$ cat config.mk
export PLATFORM = sky130hd
export DESIGN_NAME = byte_stream_lexer_unit
export DESIGN_NICKNAME = d
export VERILOG_FILES = /design/src/rtl/bsl_pkg.sv /design/src/rtl/bsl_front.sv /design/src/rtl/bsl_queue.sv /design/src/rtl/bsl_back.sv /design/src/rtl/byte_stream_lexer_unit.sv
export SDC_FILE = /design/constraint.sdc
export NUM_CORES = 1
export LEC_CHECK = 0
export ABC_AREA = 0
export ABC_CLOCK_PERIOD_IN_PS = 5250
export BUFFER_PORTS_ARGS = -buffer_cell sky130_fd_sc_hd__buf_2
export CAP_MARGIN = 20
export CORE_UTILIZATION = 51
export CTS_CLUSTER_DIAMETER = 30
export CTS_CLUSTER_SIZE = 14
export DETAILED_ROUTE_END_ITERATION = 8
export GPL_ROUTABILITY_DRIVEN = 0
export PLACE_DENSITY = 0.68
export SETUP_SLACK_MARGIN = 0.15
export SLEW_MARGIN = 40
export SYNTH_ARGS = -nofsm -noshare
export SYNTH_HDL_FRONTEND = slang
export SYNTH_SLANG_ARGS = --single-unit
$ cat constraint.sdc
create_clock -name clk -period 5.25 [get_ports clk]
set_clock_uncertainty 0.05 [all_clocks]
set_input_delay 1.05 -clock clk [delete_from_list [all_inputs] [get_ports clk]]
set_output_delay 1.05 -clock clk [all_outputs]
set_load 0.02 [all_outputs]
$ cat src/rtl/bsl_pkg.sv
// Shared types, constants and character functions for the byte stream lexer.
package bsl_pkg;

	// Default saturation limit for positions and lengths.
	localparam int unsigned MAX_POSITION_DEF = 4096;

	// Depth of the queue between the front and back parts.
	localparam int unsigned QUEUE_DEPTH = 4;

	// Keyword trie: root node and the node that means no keyword is possible.
	localparam logic [4:0] TRIE_ROOT = 5'd0;
	localparam logic [4:0] TRIE_DEAD = 5'd31;

	// Token type codes as they appear on the result stream.
	typedef enum logic [2:0] {
		TOK_ID      = 3'd0,
		TOK_NUM     = 3'd1,
		TOK_OP      = 3'd2,
		TOK_KEYWORD = 3'd3,
		TOK_EOS     = 3'd4,
		TOK_INVALID = 3'd5
	} bsl_tok_t;

	// Scanner mode; the fourth code is treated as between tokens.
	typedef enum logic [1:0] {
		MODE_IDLE = 2'd0,
		MODE_WORD = 2'd1,
		MODE_NUM  = 2'd2
	} bsl_mode_t;

	// Keyword index codes.
	localparam logic [1:0] KW_IF     = 2'd0;
	localparam logic [1:0] KW_ELSE   = 2'd1;
	localparam logic [1:0] KW_WHILE  = 2'd2;
	localparam logic [1:0] KW_RETURN = 2'd3;

	// One result record, last field in the lowest bits.
	typedef struct packed {
		logic [1:0]  keyword_index;
		logic [7:0]  single_char;
		logic [12:0] token_len;
		logic [11:0] start_pos;
		bsl_tok_t    token_type;
	} bsl_rec_t;

	// One queue entry: the results caused by one input beat.
	typedef struct packed {
		logic     two;
		bsl_rec_t rec1;
		bsl_rec_t rec0;
	} bsl_entry_t;

	function automatic logic is_alpha(logic [7:0] c);
		return (c inside {["a":"z"]}) || (c inside {["A":"Z"]});
	endfunction

	function automatic logic is_digit(logic [7:0] c);
		return c inside {["0":"9"]};
	endfunction

	function automatic logic is_space(logic [7:0] c);
		return (c == " ") || (c inside {[8'd9:8'd13]});
	endfunction

	function automatic logic is_op(logic [7:0] c);
		return c inside {"+", "-", "*", "/", "="};
	endfunction

	// Next node of the keyword trie for if, else, while and return.
	function automatic logic [4:0] trie_next(logic [4:0] s, logic [7:0] c);
		logic [4:0] n;
		n = TRIE_DEAD;
		case (s)
			5'd0: begin
				if (c == "i") n = 5'd1;
				else if (c == "e") n = 5'd3;
				else if (c == "w") n = 5'd7;
				else if (c == "r") n = 5'd12;
			end
			5'd1:  if (c == "f") n = 5'd2;
			5'd3:  if (c == "l") n = 5'd4;
			5'd4:  if (c == "s") n = 5'd5;
			5'd5:  if (c == "e") n = 5'd6;
			5'd7:  if (c == "h") n = 5'd8;
			5'd8:  if (c == "i") n = 5'd9;
			5'd9:  if (c == "l") n = 5'd10;
			5'd10: if (c == "e") n = 5'd11;
			5'd12: if (c == "e") n = 5'd13;
			5'd13: if (c == "t") n = 5'd14;
			5'd14: if (c == "u") n = 5'd15;
			5'd15: if (c == "r") n = 5'd16;
			5'd16: if (c == "n") n = 5'd17;
			default: n = TRIE_DEAD;
		endcase
		return n;
	endfunction

	// Whether a trie node ends a keyword.
	function automatic logic trie_is_kw(logic [4:0] s);
		return (s == 5'd2) || (s == 5'd6) || (s == 5'd11) || (s == 5'd17);
	endfunction

	// Keyword index of a final trie node, zero elsewhere.
	function automatic logic [1:0] trie_kw_index(logic [4:0] s);
		logic [1:0] k;
		k = KW_IF;
		case (s)
			5'd6:    k = KW_ELSE;
			5'd11:   k = KW_WHILE;
			5'd17:   k = KW_RETURN;
			default: k = KW_IF;
		endcase
		return k;
	endfunction

endpackage

$ cat src/rtl/bsl_front.sv
// Front part: takes byte beats, tracks the scanner state and forms result entries.
module bsl_front #(
	parameter int unsigned MAX_POSITION = bsl_pkg::MAX_POSITION_DEF
) (
	input  logic                clk,
	input  logic                arst_n,
	input  logic                s_tvalid,
	output logic                s_tready,
	input  logic [7:0]          s_tdata,   // [7:0] ch
	input  logic [0:0]          s_tuser,   // [0] op (end of string)
	input  logic                q_ready,
	output logic                push,
	output bsl_pkg::bsl_entry_t entry
);
	import bsl_pkg::*;

	localparam int unsigned PW = $clog2(MAX_POSITION);
	localparam int unsigned LW = $clog2(MAX_POSITION + 1);
	localparam logic [LW-1:0] POS_LIMIT   = LW'(MAX_POSITION);
	localparam logic [LW-1:0] START_LIMIT = LW'(MAX_POSITION - 1);

	bsl_mode_t   mode_q, mode_d;
	logic [PW-1:0] start_q, start_d;
	logic [LW-1:0] len_q, len_d;
	logic [4:0]  trie_q, trie_d;
	logic [LW-1:0] pos_q, pos_d;

	logic        fire;
	logic        op;
	logic [7:0]  ch;
	logic [LW-1:0] pos_sat;
	logic [LW-1:0] len_inc;
	logic        in_word, in_num, cont_word, cont_num;
	logic        has_flush, has_second;
	bsl_rec_t    flush_rec, second_rec;
	logic [31:0] start_q_wide, pos_sat_wide, len_q_wide;

	assign s_tready = q_ready;
	assign fire     = s_tvalid && s_tready;
	assign op       = s_tuser[0];
	assign ch       = s_tdata;

	assign pos_sat = (pos_q > START_LIMIT) ? START_LIMIT : pos_q;
	assign len_inc = (len_q < POS_LIMIT) ? len_q + LW'(1) : len_q;

	assign in_word   = (mode_q == MODE_WORD);
	assign in_num    = (mode_q == MODE_NUM);
	assign cont_word = !op && in_word && (is_alpha(ch) || is_digit(ch));
	assign cont_num  = !op && in_num && is_digit(ch);
	assign has_flush = (in_word || in_num) && !cont_word && !cont_num;

	// Resize the internal position and length values to the field widths.
	assign start_q_wide = 32'(start_q);
	assign pos_sat_wide = 32'(pos_sat);
	assign len_q_wide   = 32'(len_q);

	// Next scanner state.
	always_comb begin
		mode_d  = mode_q;
		start_d = start_q;
		len_d   = len_q;
		trie_d  = trie_q;
		pos_d   = (pos_q < POS_LIMIT) ? pos_q + LW'(1) : pos_q;
		if (op) begin
			mode_d  = MODE_IDLE;
			start_d = '0;
			len_d   = '0;
			trie_d  = TRIE_ROOT;
			pos_d   = '0;
		end else if (cont_word) begin
			len_d  = len_inc;
			trie_d = (trie_q != TRIE_DEAD) ? trie_next(trie_q, ch) : trie_q;
		end else if (cont_num) begin
			len_d = len_inc;
		end else begin
			mode_d = MODE_IDLE;
			len_d  = '0;
			trie_d = TRIE_ROOT;
			if (is_alpha(ch)) begin
				mode_d  = MODE_WORD;
				start_d = PW'(pos_sat);
				len_d   = LW'(1);
				trie_d  = trie_next(TRIE_ROOT, ch);
			end else if (is_digit(ch)) begin
				mode_d  = MODE_NUM;
				start_d = PW'(pos_sat);
				len_d   = LW'(1);
			end
		end
	end

	// Result records: the pending token first, then the beat's own token.
	always_comb begin
		flush_rec               = '0;
		flush_rec.start_pos     = start_q_wide[11:0];
		flush_rec.token_len     = len_q_wide[12:0];
		if (in_num) begin
			flush_rec.token_type = TOK_NUM;
		end else if (trie_is_kw(trie_q)) begin
			flush_rec.token_type    = TOK_KEYWORD;
			flush_rec.keyword_index = trie_kw_index(trie_q);
		end else begin
			flush_rec.token_type = TOK_ID;
		end

		second_rec           = '0;
		second_rec.start_pos = pos_sat_wide[11:0];
		has_second           = 1'b0;
		if (op) begin
			has_second            = 1'b1;
			second_rec.token_type = TOK_EOS;
		end else if (!cont_word && !cont_num && !is_alpha(ch) && !is_digit(ch)
				&& !is_space(ch)) begin
			has_second             = 1'b1;
			second_rec.token_type  = is_op(ch) ? TOK_OP : TOK_INVALID;
			second_rec.token_len   = 13'd1;
			second_rec.single_char = ch;
		end
	end

	// Pack the entry; an entry is pushed only when the beat gives a result.
	always_comb begin
		entry.two  = has_flush && has_second;
		entry.rec0 = has_flush ? flush_rec : second_rec;
		entry.rec1 = second_rec;
		push       = fire && (has_flush || has_second);
	end

	// Scanner state registers.
	always_ff @(posedge clk or negedge arst_n) begin
		if (!arst_n) begin
			mode_q  <= MODE_IDLE;
			start_q <= '0;
			len_q   <= '0;
			trie_q  <= TRIE_ROOT;
			pos_q   <= '0;
		end else if (fire) begin
			mode_q  <= mode_d;
			start_q <= start_d;
			len_q   <= len_d;
			trie_q  <= trie_d;
			pos_q   <= pos_d;
		end
	end

	// The end mark returns the scanner to the start of a new string.
	a_eos_resets: assert property (@(posedge clk) disable iff (!arst_n)
		fire && op |=> mode_q == MODE_IDLE && pos_q == '0 && len_q == '0)
		else $error("scanner state not cleared after end mark");

	// Only a word carries a trie node other than the root.
	a_trie_root: assert property (@(posedge clk) disable iff (!arst_n)
		mode_q != MODE_WORD |-> trie_q == TRIE_ROOT)
		else $error("trie node left outside a word");

	// Length never passes the saturation limit.
	a_len_sat: assert property (@(posedge clk) disable iff (!arst_n)
		len_q <= POS_LIMIT && pos_q <= POS_LIMIT)
		else $error("length or position beyond limit");

endmodule

$ cat src/rtl/bsl_queue.sv
// Short queue of result entries between the front and back parts.
module bsl_queue (
	input  logic                clk,
	input  logic                arst_n,
	input  logic                push,
	input  bsl_pkg::bsl_entry_t wr_entry,
	output logic                wr_ready,
	input  logic                pop,
	output logic                rd_valid,
	output bsl_pkg::bsl_entry_t rd_entry
);
	import bsl_pkg::*;

	localparam int unsigned AW = $clog2(QUEUE_DEPTH);
	localparam int unsigned CW = $clog2(QUEUE_DEPTH + 1);

	bsl_entry_t    slot_q [QUEUE_DEPTH];
	logic [AW-1:0] wr_ptr_q, rd_ptr_q;
	logic [CW-1:0] count_q;

	assign wr_ready = (count_q != CW'(QUEUE_DEPTH));
	assign rd_valid = (count_q != '0);
	assign rd_entry = slot_q[rd_ptr_q];

	// Entry storage.
	always_ff @(posedge clk) begin
		if (push) begin
			slot_q[wr_ptr_q] <= wr_entry;
		end
	end

	// Pointers and fill count.
	always_ff @(posedge clk or negedge arst_n) begin
		if (!arst_n) begin
			wr_ptr_q <= '0;
			rd_ptr_q <= '0;
			count_q  <= '0;
		end else begin
			if (push) begin
				wr_ptr_q <= (wr_ptr_q == AW'(QUEUE_DEPTH - 1)) ? '0 : wr_ptr_q + AW'(1);
			end
			if (pop) begin
				rd_ptr_q <= (rd_ptr_q == AW'(QUEUE_DEPTH - 1)) ? '0 : rd_ptr_q + AW'(1);
			end
			if (push && !pop) begin
				count_q <= count_q + CW'(1);
			end else if (pop && !push) begin
				count_q <= count_q - CW'(1);
			end
		end
	end

	// The fill count stays within the depth.
	a_count_range: assert property (@(posedge clk) disable iff (!arst_n)
		count_q <= CW'(QUEUE_DEPTH))
		else $error("queue fill count out of range");

	// Nothing is taken from an empty queue nor written to a full one.
	a_no_underflow: assert property (@(posedge clk) disable iff (!arst_n)
		!(pop && !rd_valid) && !(push && !wr_ready))
		else $error("queue overflow or underflow");

	// The write pointer leads the read pointer by the fill count; checked here for the empty queue.
	a_ptr_count: assert property (@(posedge clk) disable iff (!arst_n)
		count_q == '0 |-> wr_ptr_q == rd_ptr_q)
		else $error("queue pointers disagree with fill count");

endmodule

$ cat src/rtl/bsl_back.sv
// Back part: splits queue entries into result beats through an output register.
module bsl_back (
	input  logic                clk,
	input  logic                arst_n,
	input  logic                rd_valid,
	input  bsl_pkg::bsl_entry_t rd_entry,
	output logic                pop,
	output logic                m_tvalid,
	input  logic                m_tready,
	output logic [39:0]         m_tdata,  // [2:0] token_type, [14:3] start_pos,
	                                      // [27:15] token_len, [35:28] single_char,
	                                      // [37:36] keyword_index, [39:38] zero
	output logic                m_tlast
);
	import bsl_pkg::*;

	logic     out_valid_q;
	bsl_rec_t out_rec_q;
	logic     out_last_q;
	logic     sel_q;
	logic     load;
	logic     take_last;

	assign load      = !out_valid_q || m_tready;
	assign take_last = sel_q || !rd_entry.two;
	assign pop       = load && rd_valid && take_last;

	assign m_tvalid = out_valid_q;
	assign m_tdata  = {2'b00, out_rec_q};
	assign m_tlast  = out_last_q;

	// Output payload register.
	always_ff @(posedge clk) begin
		if (load && rd_valid) begin
			out_rec_q  <= sel_q ? rd_entry.rec1 : rd_entry.rec0;
			out_last_q <= take_last;
		end
	end

	// Output valid and second-record select.
	always_ff @(posedge clk or negedge arst_n) begin
		if (!arst_n) begin
			out_valid_q <= 1'b0;
			sel_q       <= 1'b0;
		end else if (load) begin
			out_valid_q <= rd_valid;
			if (rd_valid) begin
				sel_q <= !take_last;
			end
		end
	end

	// The second record is only selected for an entry that holds two.
	a_sel_two: assert property (@(posedge clk) disable iff (!arst_n)
		sel_q |-> rd_valid && rd_entry.two)
		else $error("second record selected without a two-record entry");

	// Once the first record of a pair is loaded, the second one is selected next.
	a_pair_order: assert property (@(posedge clk) disable iff (!arst_n)
		load && rd_valid && !take_last |=> sel_q && rd_entry.two)
		else $error("pair split out of order");

	// Every entry ends with a beat marked last.
	a_pop_last: assert property (@(posedge clk) disable iff (!arst_n)
		pop |=> out_valid_q && out_last_q)
		else $error("entry popped without a last beat");

endmodule

$ cat src/rtl/byte_stream_lexer_unit.sv
// Top level of the byte stream lexer: front, queue and back joined.
//
//  Channel   Direction  tdata              tuser        tlast
//  s_*       in         ch (8)             op (1)       -
//  m_*       out        token record (40)  -            last result of the beat
//
//  One input beat is taken each cycle while the entry queue has room; a beat's
//  results pass through the queue and then the output register.
//  A beat that gives two results (token plus terminator, or token plus end
//  mark) hands them to the output register one after the other.
//  The output register is the only link to the downstream side; the front
//  stalls only when the queue of QUEUE_DEPTH entries is full.
//  Reset is asynchronous and clears the scanner, the queue and the output.
module byte_stream_lexer_unit #(
	parameter int unsigned MAX_POSITION = bsl_pkg::MAX_POSITION_DEF
) (
	input  logic        clk,
	input  logic        arst_n,
	input  logic        s_tvalid,
	output logic        s_tready,
	input  logic [7:0]  s_tdata,   // [7:0] ch
	input  logic [0:0]  s_tuser,   // [0] op
	output logic        m_tvalid,
	input  logic        m_tready,
	output logic [39:0] m_tdata,   // [2:0] token_type, [14:3] start_pos,
	                               // [27:15] token_len, [35:28] single_char,
	                               // [37:36] keyword_index, [39:38] zero
	output logic        m_tlast
);
	import bsl_pkg::*;

	logic       q_ready, push, pop, rd_valid;
	bsl_entry_t wr_entry, rd_entry;

	// Classification and scanner state.
	bsl_front #(
		.MAX_POSITION(MAX_POSITION)
	) u_front (
		.clk     (clk),
		.arst_n  (arst_n),
		.s_tvalid(s_tvalid),
		.s_tready(s_tready),
		.s_tdata (s_tdata),
		.s_tuser (s_tuser),
		.q_ready (q_ready),
		.push    (push),
		.entry   (wr_entry)
	);

	// Entry queue.
	bsl_queue u_queue (
		.clk     (clk),
		.arst_n  (arst_n),
		.push    (push),
		.wr_entry(wr_entry),
		.wr_ready(q_ready),
		.pop     (pop),
		.rd_valid(rd_valid),
		.rd_entry(rd_entry)
	);

	// Result beats.
	bsl_back u_back (
		.clk     (clk),
		.arst_n  (arst_n),
		.rd_valid(rd_valid),
		.rd_entry(rd_entry),
		.pop     (pop),
		.m_tvalid(m_tvalid),
		.m_tready(m_tready),
		.m_tdata (m_tdata),
		.m_tlast (m_tlast)
	);

endmodule

==> flow_metrics.env <==
export IMPL_status="finished clean"
export IMPL_clock_path_buffers=3
export IMPL_p_leak_uw=0.006395
export IMPL_netlist_area_leader_share_pct=59.20
export IMPL_ir_worst_vdd_mv=0.3657
export IMPL_synthTopCellsByArea="edfxtp_1, mux4_2, dfrtp_1"
export IMPL_synth_top_cell_by_area="edfxtp_1"
export IMPL_cts_tree="done"
export IMPL_required_ns=5.66
export IMPL_fin_util_pct=63.11
export IMPL_core_sq_mm=0.02816
export IMPL_ys_types=74
export IMPL_setup_viol=0
export IMPL_synth_compound_area_share_pct=6.086
export IMPL_area_growth_pct=20.42
export IMPL_path_clk_slew_ns=0.05
export IMPL_synthXorXnorAreaFrac_pct=0.5934
export IMPL_ys_ff_latch=345
export IMPL_cts_setup_buffers=0
export IMPL_yosys_area_share_simple_pct=9.274
export IMPL_drt_iter0_drc=831
export IMPL_fillerInstances=1972
export IMPL_drc=0
export IMPL_start_kind="input pin"
export IMPL_nets=1057
export IMPL_drv_cap=0
export IMPL_worst_setup_path_type="input pin to flop"
export IMPL_endpoint_kind="flop"
export IMPL_htree_levels=3
export IMPL_synth_top_family_by_area="multiplexers"
export IMPL_yosysWarnings=0
export IMPL_async_reset_ff_share_pct=15.65
export IMPL_cp_common_cell="xor2_1"
export IMPL_numCtsBuffers=68
export IMPL_synth_mux_area_share_pct=12.24
export IMPL_synth_cells=945
export IMPL_fin_crit_sh_pct=65.83
export IMPL_postCtsHoldBufs=0
export IMPL_io_buffers=53
export IMPL_num_vias=8445
export IMPL_grt_pass1_vias=8556
export IMPL_grt_pass1_wl_mm=47.54
export IMPL_wl_mm=29.89
export IMPL_synth_ff_type="edfxtp_1"
export IMPL_netlist_top_cells_count="edfxtp_1, nor2_1, mux4_2, dfrtp_1, nand2_1"
export IMPL_max_slew_margin_pct=40.55
export IMPL_r2r_start="u_queue.rd_ptr_q[0]"
export IMPL_crit_arrival_ns=3.87
export IMPL_synth_area_sq_mm=0.01476
export IMPL_die_h_um=172.1
export IMPL_antenna_found_initial=1
export IMPL_final_antenna_net_count=0
export IMPL_worstMarginPinSlew_ns=0.8850
export IMPL_synth_edff_count=291
export IMPL_gr_total_overflow=0
export IMPL_crit_family="simple AND/OR/NAND/NOR gates"
export IMPL_fmax_mhz=289.3
export IMPL_place_hpwl_mm=17.42
export IMPL_cp_slowest_cell="or4_4"
export IMPL_crit_chain="buf_2 > or4_4 > o221ai_4 > nand2_1 > a21oi_1 > o31a_2 > ha_1 > inv_1 > fa_1 > xor2_1 > nor2_1 > xor2_1"
export IMPL_yosysMostFrequentCell="edfxtp_1"
export IMPL_slew_violations=0
export IMPL_track_usage_pct=21.39
export IMPL_viasPerCell=5.768
export IMPL_min_path_type="input pin to asynchronous set/reset pin"
export IMPL_drive_above_1_share_pct=27.74
export IMPL_cp_startpoint="s_tdata[2]"
export IMPL_die_w_um=172.1
export IMPL_slowest_delay_ns=0.57
export IMPL_synth_area_per_cell_sq_um=15.62
export IMPL_whs_ns=0.4270
export IMPL_hold_viol=0
export IMPL_placed_area_sq_mm=0.01546
export IMPL_rows=61
export IMPL_yosysSeqAreaShare_pct=68.36
export IMPL_power_density_mw_per_mm2=603.5
export IMPL_io_pins=56
export IMPL_clk_latency_ns=0.55
export IMPL_cts_root_buf="clkbuf_16"
export IMPL_start_util_pct=52.41
export IMPL_synthAdderAreaFrac_pct=1.051
export IMPL_cp_num_buf_inv=2
export IMPL_die_area_sq_mm=0.02963
export IMPL_fin_area_sq_mm=0.01777
export IMPL_grt_max_degree=65
export IMPL_tns_ns=0
export IMPL_ctsResizeCount=0
export IMPL_finalCriticalPeriod_ns=3.456
export IMPL_cts_sinks=345
export IMPL_critPathMaxFanout=15
export IMPL_rsz0062_at_grt="no"
export IMPL_wire_per_inst_um=20.42
export IMPL_first_pass_iters=5
-- power by group --
group	internal [uW]	switching, uW	leakage (uW)
Combinational	1080	1370	0.00187
Sequential	3760	266	0.00345
Clock	2840	1410	0.00107
-- worst paths after layout --
| check | endpoint | slack [ns] | depth (start not counted) |
|---|---|---|---|
| worst max-delay path | u_queue.count_q[2] | 1.79 | 12 |
| worst max register to register | u_queue.count_q[1] | 2.23 | 8 |
| worst min-delay path | u_back.m_tvalid | 0.43 | 1 |
| worst min register to register | u_front.start_q[3] | 0.43 | 2 |
| min in group clk | u_front.start_q[3] | 0.43 | 2 |
| max in group asynchronous | u_queue.rd_ptr_q[0] | 3.84 | 2 |
-- routing by layer --
metal  wire length (um)  GRT usage (%)
met5                  0              0
met2              14460          34.01
met4                499          6.156
met1              13030          29.64
met3               1900          4.944
-- flip-flops by register name, summed over array words and instances, names as in the netlist, 3 cells and up --
register	cells
u_front.len_q	13
u_front.trie_q	5
u_queue.slot_q	252
u_front.pos_q	13
u_front.start_q	12
u_queue.count_q	3
u_back.m_tdata	38
-- kinds of logic after synthesis --
family,count (synthesis)
AOI/OAI and AO/OA,129
xor gates and xnor gates,10
adders and majority gates,12
buffers and inverters,83
DFF,345
muxes,98
other,1
and+or+nand+nor,267
-- metrics by stage --
stage | std cells | worst slack [ns] | total power [uW]
finish | 1464 | 1.794 | 10730
global route | 1463 | 1.611 | 11200
CTS | 1463 | 1.794 | 10830
detailed placement | 1341 | 1.245 | 6542
global placement | 1341 | 1.338 | 6511
floorplan | 946 | 0.6795 | 5812
-- cell type report --
class	instances	area, sq um	share of cell area (%)
flip-flops and latches	345	10100	56.80
clock buffers	75	1728	9.721
multi-input cells	518	4342	24.43
inverters	31	116.4	0.6547
well taps	378	473.0	2.661
repair buffers	69	442.9	2.492
clock inverters	47	574.3	3.231
diodes	1	2.502	0.01408
-- layout by cell type (no fill, tap or decap), types with 10 or more instances in the layout --
cell and count:
a21oi_1 30, and2_1 25, and3_1 10, buf_2 53, buf_4 10, clkbuf_16 68, clkinvlp_4 17, dfrtp_1 51
edfxtp_1 291, ha_1 10, inv_1 30, mux2_2 30, mux4_2 63, nand2_1 54, nand2b_1 15, nand3_1 16
nor2_1 70, nor2b_1 19, nor3_1 14, o21ai_0 23, o31ai_1 19
-- worst register-to-register path: stages, from the launching register on --
cell and delay, ns:
dfrtp_4 0.81, mux4_2 0.62, nand2b_1 0.20, and2_1 0.21
inv_1 0.07, ha_1 0.21, inv_1 0.08, fa_1 0.40
mux2_2 0.26
Note: power is estimated with default switching activity, not from simulation.
